## config.mk

```make
export PLATFORM = sky130hd
export DESIGN_NAME = multiword_integer_divider_top
export DESIGN_NICKNAME = d
export VERILOG_FILES = /design/src/hw/rtl/mwd_pkg.sv /design/src/hw/rtl/multiword_integer_divider_top.sv /design/src/hw/rtl/mwd_rem_unit.sv
export SDC_FILE = /design/constraint.sdc
export NUM_CORES = 2
export LEC_CHECK = 0
export BUFFER_PORTS_ARGS = -buffer_cell sky130_fd_sc_hd__buf_2
export CORE_MARGIN = 2
export CORE_UTILIZATION = 62
export DETAILED_ROUTE_END_ITERATION = 16
export GPL_ROUTABILITY_DRIVEN = 1
export PLACE_DENSITY_LB_ADDON = 0.3
export SLEW_MARGIN = 20
export SYNTH_ARGS = -nofsm -noshare
export SYNTH_HDL_FRONTEND = slang
export SYNTH_SLANG_ARGS = --single-unit
```

## constraint.sdc

```tcl
create_clock -name clk -period 11.65 [get_ports clk]
set_input_delay 2.33 -clock clk [delete_from_list [all_inputs] [get_ports clk]]
set_output_delay 2.33 -clock clk [all_outputs]
set_load 0.005 [all_outputs]
```

## src/hw/rtl/mwd_pkg.sv

```systemverilog
// Shared types and codes of the multiword integer divider.
package mwd_pkg;

  // Width of the value and kind fields on the stream ports.
  localparam int VALUE_W = 32;
  localparam int KIND_W  = 2;

  // Input command codes, carried in in_tuser.
  localparam logic CMD_DIVIDEND = 1'b0;
  localparam logic CMD_DIVISOR  = 1'b1;

  // Result kinds, carried in out_tuser.
  localparam logic [KIND_W-1:0] KIND_QUO = 2'd0;
  localparam logic [KIND_W-1:0] KIND_REM = 2'd1;
  localparam logic [KIND_W-1:0] KIND_ERR = 2'd2;

  // Control of the remainder unit for one cycle.
  typedef struct packed {
    logic start;  // begin a new division: remainder reads as zero
    logic step;   // process one remainder digit
    logic first;  // this digit is the lowest one of a pass
    logic last;   // this digit is the highest one of a pass
  } rem_ctl_t;

endpackage

```

## src/hw/rtl/multiword_integer_divider_top.sv

```systemverilog
// Top level of the multiword unsigned integer divider.
//
// Operands load one digit per request, dividend first, then divisor; the
// flagged last divisor digit starts a restoring binary long division. The
// remainder is kept digit by digit and one DIGIT_BITS-wide subtractor works
// through it one digit per cycle, so each dividend bit takes one pass over
// the sb+1 remainder digits for a divisor of sb digits. Once an sa-digit
// dividend has been divided, its sa+1 result digits leave at one per cycle
// while the output side keeps up (quotient digits first, then remainder,
// least significant first). A zero divisor or one longer than the dividend
// yields a single error result, loaded after the check state once the
// output register is free. New operand digits are taken again once the
// last result of a division has entered the output register.
module multiword_integer_divider_top #(
  parameter int DIGIT_BITS = 32,
  parameter int MAX_DIGITS = 16
) (
  input  logic                        clk,
  input  logic                        rst_n,
  input  logic                        in_tvalid,
  output logic                        in_tready,
  input  logic [31:0]                 in_tdata,   // digit[31:0]
  input  logic                        in_tuser,   // cmd[0]
  input  logic                        in_tlast,
  output logic                        out_tvalid,
  input  logic                        out_tready,
  output logic [31:0]                 out_tdata,  // value[31:0]
  output logic [1:0]                  out_tuser,  // kind[1:0]
  output logic                        out_tlast
);

  localparam int CW = $clog2(MAX_DIGITS + 1);
  localparam int SW = $clog2(MAX_DIGITS);
  localparam int BW = $clog2(DIGIT_BITS);
  localparam int VW = mwd_pkg::VALUE_W;
  localparam int KW = mwd_pkg::KIND_W;

  localparam logic [2:0] ST_LOAD  = 3'd0;
  localparam logic [2:0] ST_CHECK = 3'd1;
  localparam logic [2:0] ST_ERR   = 3'd2;
  localparam logic [2:0] ST_FETCH = 3'd3;
  localparam logic [2:0] ST_DIV   = 3'd4;
  localparam logic [2:0] ST_EMITQ = 3'd5;
  localparam logic [2:0] ST_EMITR = 3'd6;

  // Operand stores; the dividend store receives the quotient in place.
  logic [DIGIT_BITS-1:0] dstore_r [MAX_DIGITS];
  logic [DIGIT_BITS-1:0] vstore_r [MAX_DIGITS];

  logic [2:0]            state_r, state_nxt;
  logic [CW-1:0]         dcount_r, dcount_nxt;
  logic [CW-1:0]         vcount_r, vcount_nxt;
  logic                  nonzero_r, nonzero_nxt;
  logic [CW-1:0]         k_r, k_nxt;
  logic [SW-1:0]         di_r, di_nxt;
  logic [BW-1:0]         bit_r, bit_nxt;
  logic [DIGIT_BITS-1:0] qd_r, qd_nxt;

  logic                  out_valid_r;
  logic [KW-1:0]         out_kind_r;
  logic [VW-1:0]         out_value_r;
  logic                  out_last_r;

  logic                  load_out;
  logic [KW-1:0]         load_kind;
  logic [VW-1:0]         load_value;
  logic                  load_last;

  logic                  dstore_we;
  logic [SW-1:0]         dstore_wa;
  logic [DIGIT_BITS-1:0] dstore_wd;
  logic                  vstore_we;

  logic                  in_fire;
  logic                  out_free;
  logic [DIGIT_BITS-1:0] in_digit;
  logic [DIGIT_BITS-1:0] dvs_digit;
  logic [DIGIT_BITS-1:0] qd_shift;
  logic [DIGIT_BITS-1:0] rem_digit;
  logic                  borrow;
  mwd_pkg::rem_ctl_t     rem_ctl;

  assign in_tready = (state_r == ST_LOAD);
  assign in_fire   = in_tvalid && in_tready;
  assign out_free  = !out_valid_r || out_tready;
  assign in_digit  = DIGIT_BITS'(in_tdata);
  assign dvs_digit = (k_r < vcount_r) ? vstore_r[k_r[SW-1:0]] : '0;
  // Quotient bit enters at the bottom while the dividend bit leaves the top.
  assign qd_shift  = {qd_r[DIGIT_BITS-2:0], ~borrow};

  mwd_rem_unit #(
    .DIGIT_BITS(DIGIT_BITS),
    .MAX_DIGITS(MAX_DIGITS)
  ) u_rem (
    .clk       (clk),
    .rst_n     (rst_n),
    .ctl       (rem_ctl),
    .idx       (k_r),
    .lo_bit    (qd_r[DIGIT_BITS-1]),
    .dvs_digit (dvs_digit),
    .borrow_out(borrow),
    .rd_digit  (rem_digit)
  );

  always_comb begin
    state_nxt   = state_r;
    dcount_nxt  = dcount_r;
    vcount_nxt  = vcount_r;
    nonzero_nxt = nonzero_r;
    k_nxt       = k_r;
    di_nxt      = di_r;
    bit_nxt     = bit_r;
    qd_nxt      = qd_r;
    rem_ctl     = '0;
    load_out    = 1'b0;
    load_kind   = mwd_pkg::KIND_QUO;
    load_value  = '0;
    load_last   = 1'b0;
    dstore_we   = 1'b0;
    dstore_wa   = dcount_r[SW-1:0];
    dstore_wd   = in_digit;
    vstore_we   = 1'b0;

    unique case (state_r)
      ST_LOAD: begin
        if (in_fire) begin
          if (in_tuser == mwd_pkg::CMD_DIVIDEND) begin
            if (dcount_r < CW'(MAX_DIGITS)) begin
              dstore_we  = 1'b1;
              dcount_nxt = dcount_r + CW'(1);
            end
          end else begin
            if (vcount_r < CW'(MAX_DIGITS)) begin
              vstore_we   = 1'b1;
              vcount_nxt  = vcount_r + CW'(1);
              nonzero_nxt = nonzero_r || (in_digit != '0);
            end
            if (in_tlast) begin
              state_nxt = ST_CHECK;
            end
          end
        end
      end
      ST_CHECK: begin
        if (!nonzero_r || (vcount_r > dcount_r)) begin
          state_nxt = ST_ERR;
        end else begin
          rem_ctl.start = 1'b1;
          di_nxt        = SW'(dcount_r - CW'(1));
          bit_nxt       = '0;
          k_nxt         = '0;
          state_nxt     = ST_FETCH;
        end
      end
      ST_ERR: begin
        if (out_free) begin
          load_out    = 1'b1;
          load_kind   = mwd_pkg::KIND_ERR;
          load_value  = '0;
          load_last   = 1'b1;
          dcount_nxt  = '0;
          vcount_nxt  = '0;
          nonzero_nxt = 1'b0;
          state_nxt   = ST_LOAD;
        end
      end
      ST_FETCH: begin
        qd_nxt    = dstore_r[di_r];
        state_nxt = ST_DIV;
      end
      ST_DIV: begin
        rem_ctl.step  = 1'b1;
        rem_ctl.first = (k_r == '0);
        rem_ctl.last  = (k_r == vcount_r);
        if (k_r == vcount_r) begin
          k_nxt  = '0;
          qd_nxt = qd_shift;
          if (bit_r == BW'(DIGIT_BITS - 1)) begin
            bit_nxt   = '0;
            dstore_we = 1'b1;
            dstore_wa = di_r;
            dstore_wd = qd_shift;
            if (di_r == '0) begin
              state_nxt = ST_EMITQ;
            end else begin
              di_nxt    = di_r - SW'(1);
              state_nxt = ST_FETCH;
            end
          end else begin
            bit_nxt = bit_r + BW'(1);
          end
        end else begin
          k_nxt = k_r + CW'(1);
        end
      end
      ST_EMITQ: begin
        if (out_free) begin
          load_out   = 1'b1;
          load_kind  = mwd_pkg::KIND_QUO;
          load_value = VW'(dstore_r[k_r[SW-1:0]]);
          if (k_r == dcount_r - vcount_r) begin
            k_nxt     = '0;
            state_nxt = ST_EMITR;
          end else begin
            k_nxt = k_r + CW'(1);
          end
        end
      end
      ST_EMITR: begin
        if (out_free) begin
          load_out   = 1'b1;
          load_kind  = mwd_pkg::KIND_REM;
          load_value = VW'(rem_digit);
          load_last  = (k_r == vcount_r - CW'(1));
          if (k_r == vcount_r - CW'(1)) begin
            k_nxt       = '0;
            dcount_nxt  = '0;
            vcount_nxt  = '0;
            nonzero_nxt = 1'b0;
            state_nxt   = ST_LOAD;
          end else begin
            k_nxt = k_r + CW'(1);
          end
        end
      end
      default: begin
        state_nxt = ST_LOAD;
      end
    endcase
  end

  always_ff @(posedge clk) begin
    if (!rst_n) begin
      state_r     <= ST_LOAD;
      dcount_r    <= '0;
      vcount_r    <= '0;
      nonzero_r   <= 1'b0;
      k_r         <= '0;
      di_r        <= '0;
      bit_r       <= '0;
      out_valid_r <= 1'b0;
    end else begin
      state_r   <= state_nxt;
      dcount_r  <= dcount_nxt;
      vcount_r  <= vcount_nxt;
      nonzero_r <= nonzero_nxt;
      k_r       <= k_nxt;
      di_r      <= di_nxt;
      bit_r     <= bit_nxt;
      if (load_out) begin
        out_valid_r <= 1'b1;
      end else if (out_tready) begin
        out_valid_r <= 1'b0;
      end
    end
  end

  always_ff @(posedge clk) begin
    qd_r <= qd_nxt;
    if (load_out) begin
      out_kind_r  <= load_kind;
      out_value_r <= load_value;
      out_last_r  <= load_last;
    end
    if (dstore_we) begin
      dstore_r[dstore_wa] <= dstore_wd;
    end
    if (vstore_we) begin
      vstore_r[vcount_r[SW-1:0]] <= in_digit;
    end
  end

  assign out_tvalid = out_valid_r;
  assign out_tdata  = out_value_r;
  assign out_tuser  = out_kind_r;
  assign out_tlast  = out_last_r;

  // An error result is a single flagged item with a zero value.
  a_err_item: assert property (@(posedge clk) disable iff (!rst_n)
    (out_tvalid && out_tuser == mwd_pkg::KIND_ERR) |-> (out_tdata == '0 && out_tlast))
    else $error("error result carries data or lacks the final flag");

  // Operand counts saturate at the store depth.
  a_count_bound: assert property (@(posedge clk) disable iff (!rst_n)
    (dcount_r <= CW'(MAX_DIGITS)) && (vcount_r <= CW'(MAX_DIGITS)))
    else $error("operand count beyond store depth");

  // The digit index of a pass never runs past the top remainder digit.
  a_pass_index: assert property (@(posedge clk) disable iff (!rst_n)
    (state_r == ST_DIV) |-> (k_r <= vcount_r))
    else $error("remainder digit index past the pass length");

  // Both counts are cleared once the last remainder digit is handed over.
  a_counts_clear: assert property (@(posedge clk) disable iff (!rst_n)
    (state_r == ST_EMITR && out_free && k_r == vcount_r - CW'(1))
      |=> (dcount_r == '0 && vcount_r == '0 && in_tready))
    else $error("counts not cleared after a division");

endmodule

```

## src/hw/rtl/mwd_rem_unit.sv

```systemverilog
// Partial remainder store with one digit-wide shift-and-subtract slice.
module mwd_rem_unit #(
  parameter int DIGIT_BITS = 32,
  parameter int MAX_DIGITS = 16
) (
  input  logic                               clk,
  input  logic                               rst_n,
  input  mwd_pkg::rem_ctl_t                  ctl,
  input  logic [$clog2(MAX_DIGITS+1)-1:0]    idx,
  input  logic                               lo_bit,
  input  logic [DIGIT_BITS-1:0]              dvs_digit,
  output logic                               borrow_out,
  output logic [DIGIT_BITS-1:0]              rd_digit
);

  localparam int DEPTH = MAX_DIGITS + 1;

  // Two buffers: one holds the shifted remainder, the other the shifted
  // remainder minus the divisor. The pass end picks one by flipping cur_r.
  logic [DIGIT_BITS-1:0] rema_r [DEPTH];
  logic [DIGIT_BITS-1:0] remb_r [DEPTH];
  logic                  cur_r;
  logic                  fresh_r;
  logic                  msb_r;
  logic                  borrow_r;

  logic [DIGIT_BITS-1:0] cur_digit;
  logic [DIGIT_BITS-1:0] x_digit;
  logic [DIGIT_BITS-1:0] sh_digit;
  logic [DIGIT_BITS-1:0] diff_digit;
  logic                  lo;
  logic [DIGIT_BITS:0]   sub;

  assign cur_digit  = cur_r ? remb_r[idx] : rema_r[idx];
  assign x_digit    = fresh_r ? '0 : cur_digit;
  assign lo         = ctl.first ? lo_bit : msb_r;
  assign sh_digit   = {x_digit[DIGIT_BITS-2:0], lo};
  assign sub        = {1'b0, sh_digit} - {1'b0, dvs_digit} - {{DIGIT_BITS{1'b0}}, borrow_r};
  assign diff_digit = sub[DIGIT_BITS-1:0];
  assign borrow_out = sub[DIGIT_BITS];
  assign rd_digit   = cur_digit;

  always_ff @(posedge clk) begin
    if (!rst_n) begin
      cur_r    <= 1'b0;
      fresh_r  <= 1'b0;
      msb_r    <= 1'b0;
      borrow_r <= 1'b0;
    end else if (ctl.start) begin
      fresh_r  <= 1'b1;
      borrow_r <= 1'b0;
    end else if (ctl.step) begin
      msb_r <= x_digit[DIGIT_BITS-1];
      if (ctl.last) begin
        borrow_r <= 1'b0;
        fresh_r  <= 1'b0;
        // No borrow out of the top digit means remainder >= divisor.
        if (!borrow_out) begin
          cur_r <= ~cur_r;
        end
      end else begin
        borrow_r <= borrow_out;
      end
    end
  end

  always_ff @(posedge clk) begin
    if (ctl.step) begin
      rema_r[idx] <= cur_r ? diff_digit : sh_digit;
      remb_r[idx] <= cur_r ? sh_digit : diff_digit;
    end
  end

endmodule

```

; Yosys cells after proc, flatten, opt, wreduce, memory -nomap -nowiden
; Memory sizes are Yosys's and may differ from the RTL's. A register that Yosys moved wholly into a read port is not among the register bits.
; Cells that the tools add are included.
[word_totals]
mem_bits_rw = 2112
input_bits = 38
regBits = 100
wordCells = 197
memories = 4
output_inout_bits = 37
[memory_table]
columns = memory, words, word_bits, read_ports, rd_ports_with_merged_regs, write_ports, line_no
row1 = u_rem.rema_r, 17, 32, 1, 1, 1, mwd_rem_unit.sv:20  ; logic [DIGIT_BITS-1:0] rema_r [DEPTH];
row2 = u_rem.remb_r, 17, 32, 1, 1, 1, mwd_rem_unit.sv:21  ; logic [DIGIT_BITS-1:0] remb_r [DEPTH];
row3 = dstore_r, 16, 32, 2, 2, 1, multiword_integer_divider_top.sv:47  ; logic [DIGIT_BITS-1:0] dstore_r [MAX_DIGITS];
row4 = vstore_r, 16, 32, 1, 1, 1, multiword_integer_divider_top.sv:48  ; logic [DIGIT_BITS-1:0] vstore_r [MAX_DIGITS];
[op_classes]
eq_ne = 25
bitwise_logic = 4
reduce_logical = 29
n_mux = 105
add_sub_neg = 10
magnitude_cmp = 4
[ops]
columns = cell, count
row1 = $mux 32, 11
row2 = $pmux 32 s2, 2
row3 = $mux 5, 21
row4 = $mux 4, 13
row5 = $mux 3, 12
row6 = $mux 1, 35
row7 = $sub 32x32->33, 1
row8 = $sub 33x1->33, 1
row9 = $reduce_bool 32->1, 1
row10 = $pmux 5 s3, 2
row11 = $pmux 3 s7, 1
row12 = $add 5x1->5 const B, 4
row13 = $ne 2x2->1 const B, 10
row14 = $pmux 5 s4, 1
row15 = $eq 5x5->1, 3
row16 = $reduce_and 7->1, 2
row17 = $lt 5x5->1 const B, 2
row18 = $ne 2x1->1 const B, 5
row19 = $pmux 5 s2, 1
row20 = $reduce_and 10->1, 1
row21 = $reduce_bool 2->1, 5
row22 = $eq 3x3->1 const B, 3
row23 = $pmux 4 s2, 1
row24 = $reduce_and 4->1, 2
row25 = other kinds (26), 37

; Depth between registers and ports, before layout
[logic_depth]
ltp_word = 9
mapped_depth = 23
depth_no_buf = 20

; By module
; From an unflattened synthesis, not the netlist that was laid out.
[unflattened]
cells_unflattened = 4602
area_unflattened_um2 = 93250.7
[by_module_without_submodules]
columns = mod, cells_each, seq_area_each_um2, area_per_inst_um2, n_inst
row1 = multiword_integer_divider_top, 2277, 33502.1, 48200.0, 1
row2 = mwd_rem_unit, 2325, 32751.4, 45050.7, 1

; Worst setup path after synthesis
; No wires, ideal clock.
[synth_timing]
kind = reg2reg
from = register state_r[2]
to = memory u_rem.rema_r[16][0] (enable)
setup_slack_ps = 2965
path_buffers = 1
arrival_ps = 8019
period_less_slack_ps = 8685
path_stages_with_launch = 6
setup_time_ps = 666
required_ps = 10984
path_cell_list = dfxtp_1 -> clkbuf_1 -> inv_2 -> nor3_1 -> nand2_1 -> nor4b_1
[synth_between]
elab_chain_len = 4
[synth_lines]
columns = item, line_no
row1 = start: declaration, multiword_integer_divider_top.sv:50  ; logic [2:0] state_r, state_nxt;
row2 = start signal: assignment, multiword_integer_divider_top.sv:243  ; state_r <= state_nxt;
row3 = $eq 3x3->1, multiword_integer_divider_top.sv:124  ; unique case (state_r)
row4 = $mux 3, multiword_integer_divider_top.sv:124
row5 = $mux 1, mwd_rem_unit.sv:68  ; if (ctl.step) begin
row6 = $mux 1, mwd_rem_unit.sv:69  ; rema_r[idx] <= cur_r ? diff_digit : sh_digit;
row7 = end: declaration, mwd_rem_unit.sv:20
; Every way passes these cells.

==> results.txt <==
Outcome -> completed
Final setup viols -> 0
Crit. End Element -> register
IO Pins -> 75
CTS tree -> yes
Area growth syn-to-layout -> 11.0%
Peak supply drop -> 0.000212 V
Syn Area/Cell -> 21.1 um2
CP startpoint kind -> register
Final #Nets -> 4672
Async set-reset flop share out of synthesis -> 0%
Syn Nets -> 4514
Largest stage delay, worst path -> 0.98 ns
CP arrival -> 7.96 ns
Syn Std Cell Area -> 92600 um2
Deepest level of the CTS H-tree -> 4
Met2 global-route usage -> 51.9%
Num CTS Buffers -> 212
Via-to-Cell Ratio -> 7.20
CTS resizes -> 0
Met1 usage -> 43.1%
Postcts setup bufs -> 0
Register area share after synthesis -> 71.6%
Die Ht -> 390 um
Power per cell area -> 236 nW/um2
Final Critical Period -> 7.40 ns
Max Cap Viol -> 0
Hold_ws -> 0.465 ns
Worst-Margin Slew -> 1.18 ns
CTS Sinks -> 2221
Clk Latency, worst-skew pair -> 0.85 ns
Placer Congestion -> 0.936
Hold Crit Class -> register to register
Number of synthesized flops with an enable pin -> 2179
WP buf/inv -> 3
Global route hottest layer -> met2
Post-DP HPWL -> 127000 um
Pin count of the biggest net entering global routing -> 132
CP Class -> register to register
Worst rel slew slack -> 21.0%
# hold bufs at CTS -> 0
Worst R2R Path Depth -> 18
DRT iter0 DRCs -> 7412
DR pass1 iterations -> 5
Worst Clk Skew -> 0.0361 ns
Share of layout cells above drive strength 1 -> 30.5%
Max Root-Sink Buffers -> 3
Final TNS setup -> 0 ns
WP data required -> 12.21 ns
Gate Count Post-Synth -> 4391
DRC Markers -> 0
Tot GR Track Use -> 32.4%
Reg-to-Reg End -> dstore_r[1][0]
Worst-path cell chain -> buf_12 > mux4_2 > mux4_2 > mux4_2 > nand2b_1 > ha_1 > inv_1 > ha_1 > a21oi_1 > o21a_1 > o21ai_0 > or3b_2 > a31o_2 > a31oi_1 > a31o_2 > xor2_1 > o21ai_0 > buf_4
Slowest-stage cell, CP -> dfxtp_4
Routed Antenna Nets -> 0
DR vias -> 47986
RSZ-0062 raised after global routing -> false
Most used cell, CP -> mux4_2
GRT Residual Overflow -> 0
GRT met3 Usage -> 7.99%
CP Max Fanout -> 90
I/O Buffers -> 74
Syn. warnings -> 0
Pleak -> 31.5 nW
DR WL/cell -> 36.4 um
Fin. max-slew vios -> 0
Top_reg_cell synth -> edfxtp_1
Root Driver -> clkbuf_16
Initial antenna violation count -> 25
R2R Setup Slk -> 4.25 ns
Core ar. -> 148000 um2
Crit-path leading delay family -> multiplexers
Tcrit/Tclk final -> 63.5%
Clock-pin slew on the worst setup and hold paths -> 0.06 ns
Post-Route WL -> 243000 um
Row count -> 141
First-pass GRT wire length -> 346000 um
Stages on the worst setup path -> 18
Area of the die -> 152000 um2
Seq cells post-synth -> 2221
CP endpoint -> dstore_r[1][0]
Hold Vio Cnt, Final -> 0
Count of unique library cells instantiated by Yosys -> 70
FMAX -> 135 MHz
Die Wd -> 390 um
Vias in the first global route -> 48658
Initial Utilization -> 62.6%
## power by group
part | total [W] | switching [W] | internal (W)
clock | 0.00693 | 0.00301 | 0.00392
combinational | 0.00641 | 0.00420 | 0.00221
sequential | 0.0110 | 0.000156 | 0.0108
total | 0.0243 | 0.00737 | 0.0169
## metal layers
metal  wire length, um  up-vias
li1                  -    18786
met1             84000    25176
met2            120000     3386
met3             27900      618
met4             10900       20
met5               124        -
## through the flow
step	instances	util, %	total power [W]	worst slack (ns)	area, um2
floorplan	4391	-	0.0152	2.96	92600
global placement	6265	64.6	0.0171	4.08	95700
detailed placement	6265	64.6	0.0173	3.99	95700
CTS	6658	69.3	0.0242	3.90	103000
global route	6662	69.4	0.0251	3.79	103000
finish	6667	69.4	0.0243	4.25	103000
## logic make-up (layout without fill, tap and decap cells)
| kind of cell | count (synthesis) | in the layout | synth area share, % |
|---|---|---|---|
| flops | 2221 | 2221 | 71.6 |
| buf+inv | 341 | 678 | 1.53 |
| xor+xnor | 50 | 50 | 0.473 |
| fa+ha+maj | 85 | 85 | 1.17 |
| mux | 880 | 880 | 20.7 |
| other cells | 0 | 9 | 0 |
| compound gates | 251 | 251 | 1.82 |
| simple gates | 563 | 563 | 2.74 |
## final cells by class
| cell class | count | area (um2) |
|---|---|---|
| diodes | 9 | 22.5 |
| clock buffers | 251 | 5520 |
| clock inverters | 142 | 1460 |
| fillers | 8536 | 45200 |
| inverters | 93 | 349 |
| multi-input cells | 1829 | 25400 |
| flip-flops and latches | 2221 | 66300 |
| well taps | 1930 | 2410 |
| repair buffers | 192 | 1340 |
## worst min-delay path: stages (launching register included)
cell and delay, ns:
dfxtp_1 0.31, nand2_1 0.05, a21oi_1 0.05
## flip-flops by register name, summed over array words and instances (netlist names), 3 cells and up, named ones only
register	flops
k_r	5
u_rem.rema_r	544
u_rem.remb_r	544
dcount_r	5
state_r	3
out_tdata	32
vcount_r	5
vstore_r	512
di_r	4
qd_r	32
bit_r	5
dstore_r	512
## synth_stat cells, types with 18 or more instances
master,number,area [um2]
nand2_1,286,1070
ha_1,82,1030
clkbuf_1,135,507
o21ai_0,59,295
a21oi_1,62,310
xor2_1,18,158
buf_2,63,315
a21o_1,19,143
mux2i_1,52,521
a32o_1,31,310
nor2_1,102,383
inv_1,92,345
edfxtp_1,2179,65400
nor2b_1,38,238
buf_1,40,150
nand2b_1,39,244
mux4_2,826,18600
xnor2_1,32,280
dfxtp_1,42,841
## cell usage in the layout, fill, tap and decap left out, types with 36 or more instances in the layout
cell type  synthesis  routed
inv_1             92      90
buf_2             63      74
ha_1              82      82
buf_4              4     111
nor2_1           102      67
clkbuf_16          0     215
nor2b_1           38      38
clkinv_1           0      42
edfxtp_1        2179    2179
clkbuf_1         135      36
nand2b_1          39      38
mux4_2           826     826
o21ai_0           59      53
a21oi_1           62      61
nand2_1          286     284
clkinv_2           0      50
## worst min path at each step
stage                       start       endpoint  slack, ns  cells past startpoint
floorplan                bit_r[4]       bit_r[4]       0.44                      2
global placement    u_rem.fresh_r  u_rem.fresh_r       0.44                      2
detailed placement       bit_r[4]       bit_r[4]       0.45                      2
CTS                 u_rem.fresh_r  u_rem.fresh_r       0.47                      2
global route        u_rem.fresh_r  u_rem.fresh_r       0.49                      2
finish              u_rem.fresh_r  u_rem.fresh_r       0.46                      2
Note: power is estimated with default switching activity, not from simulation.
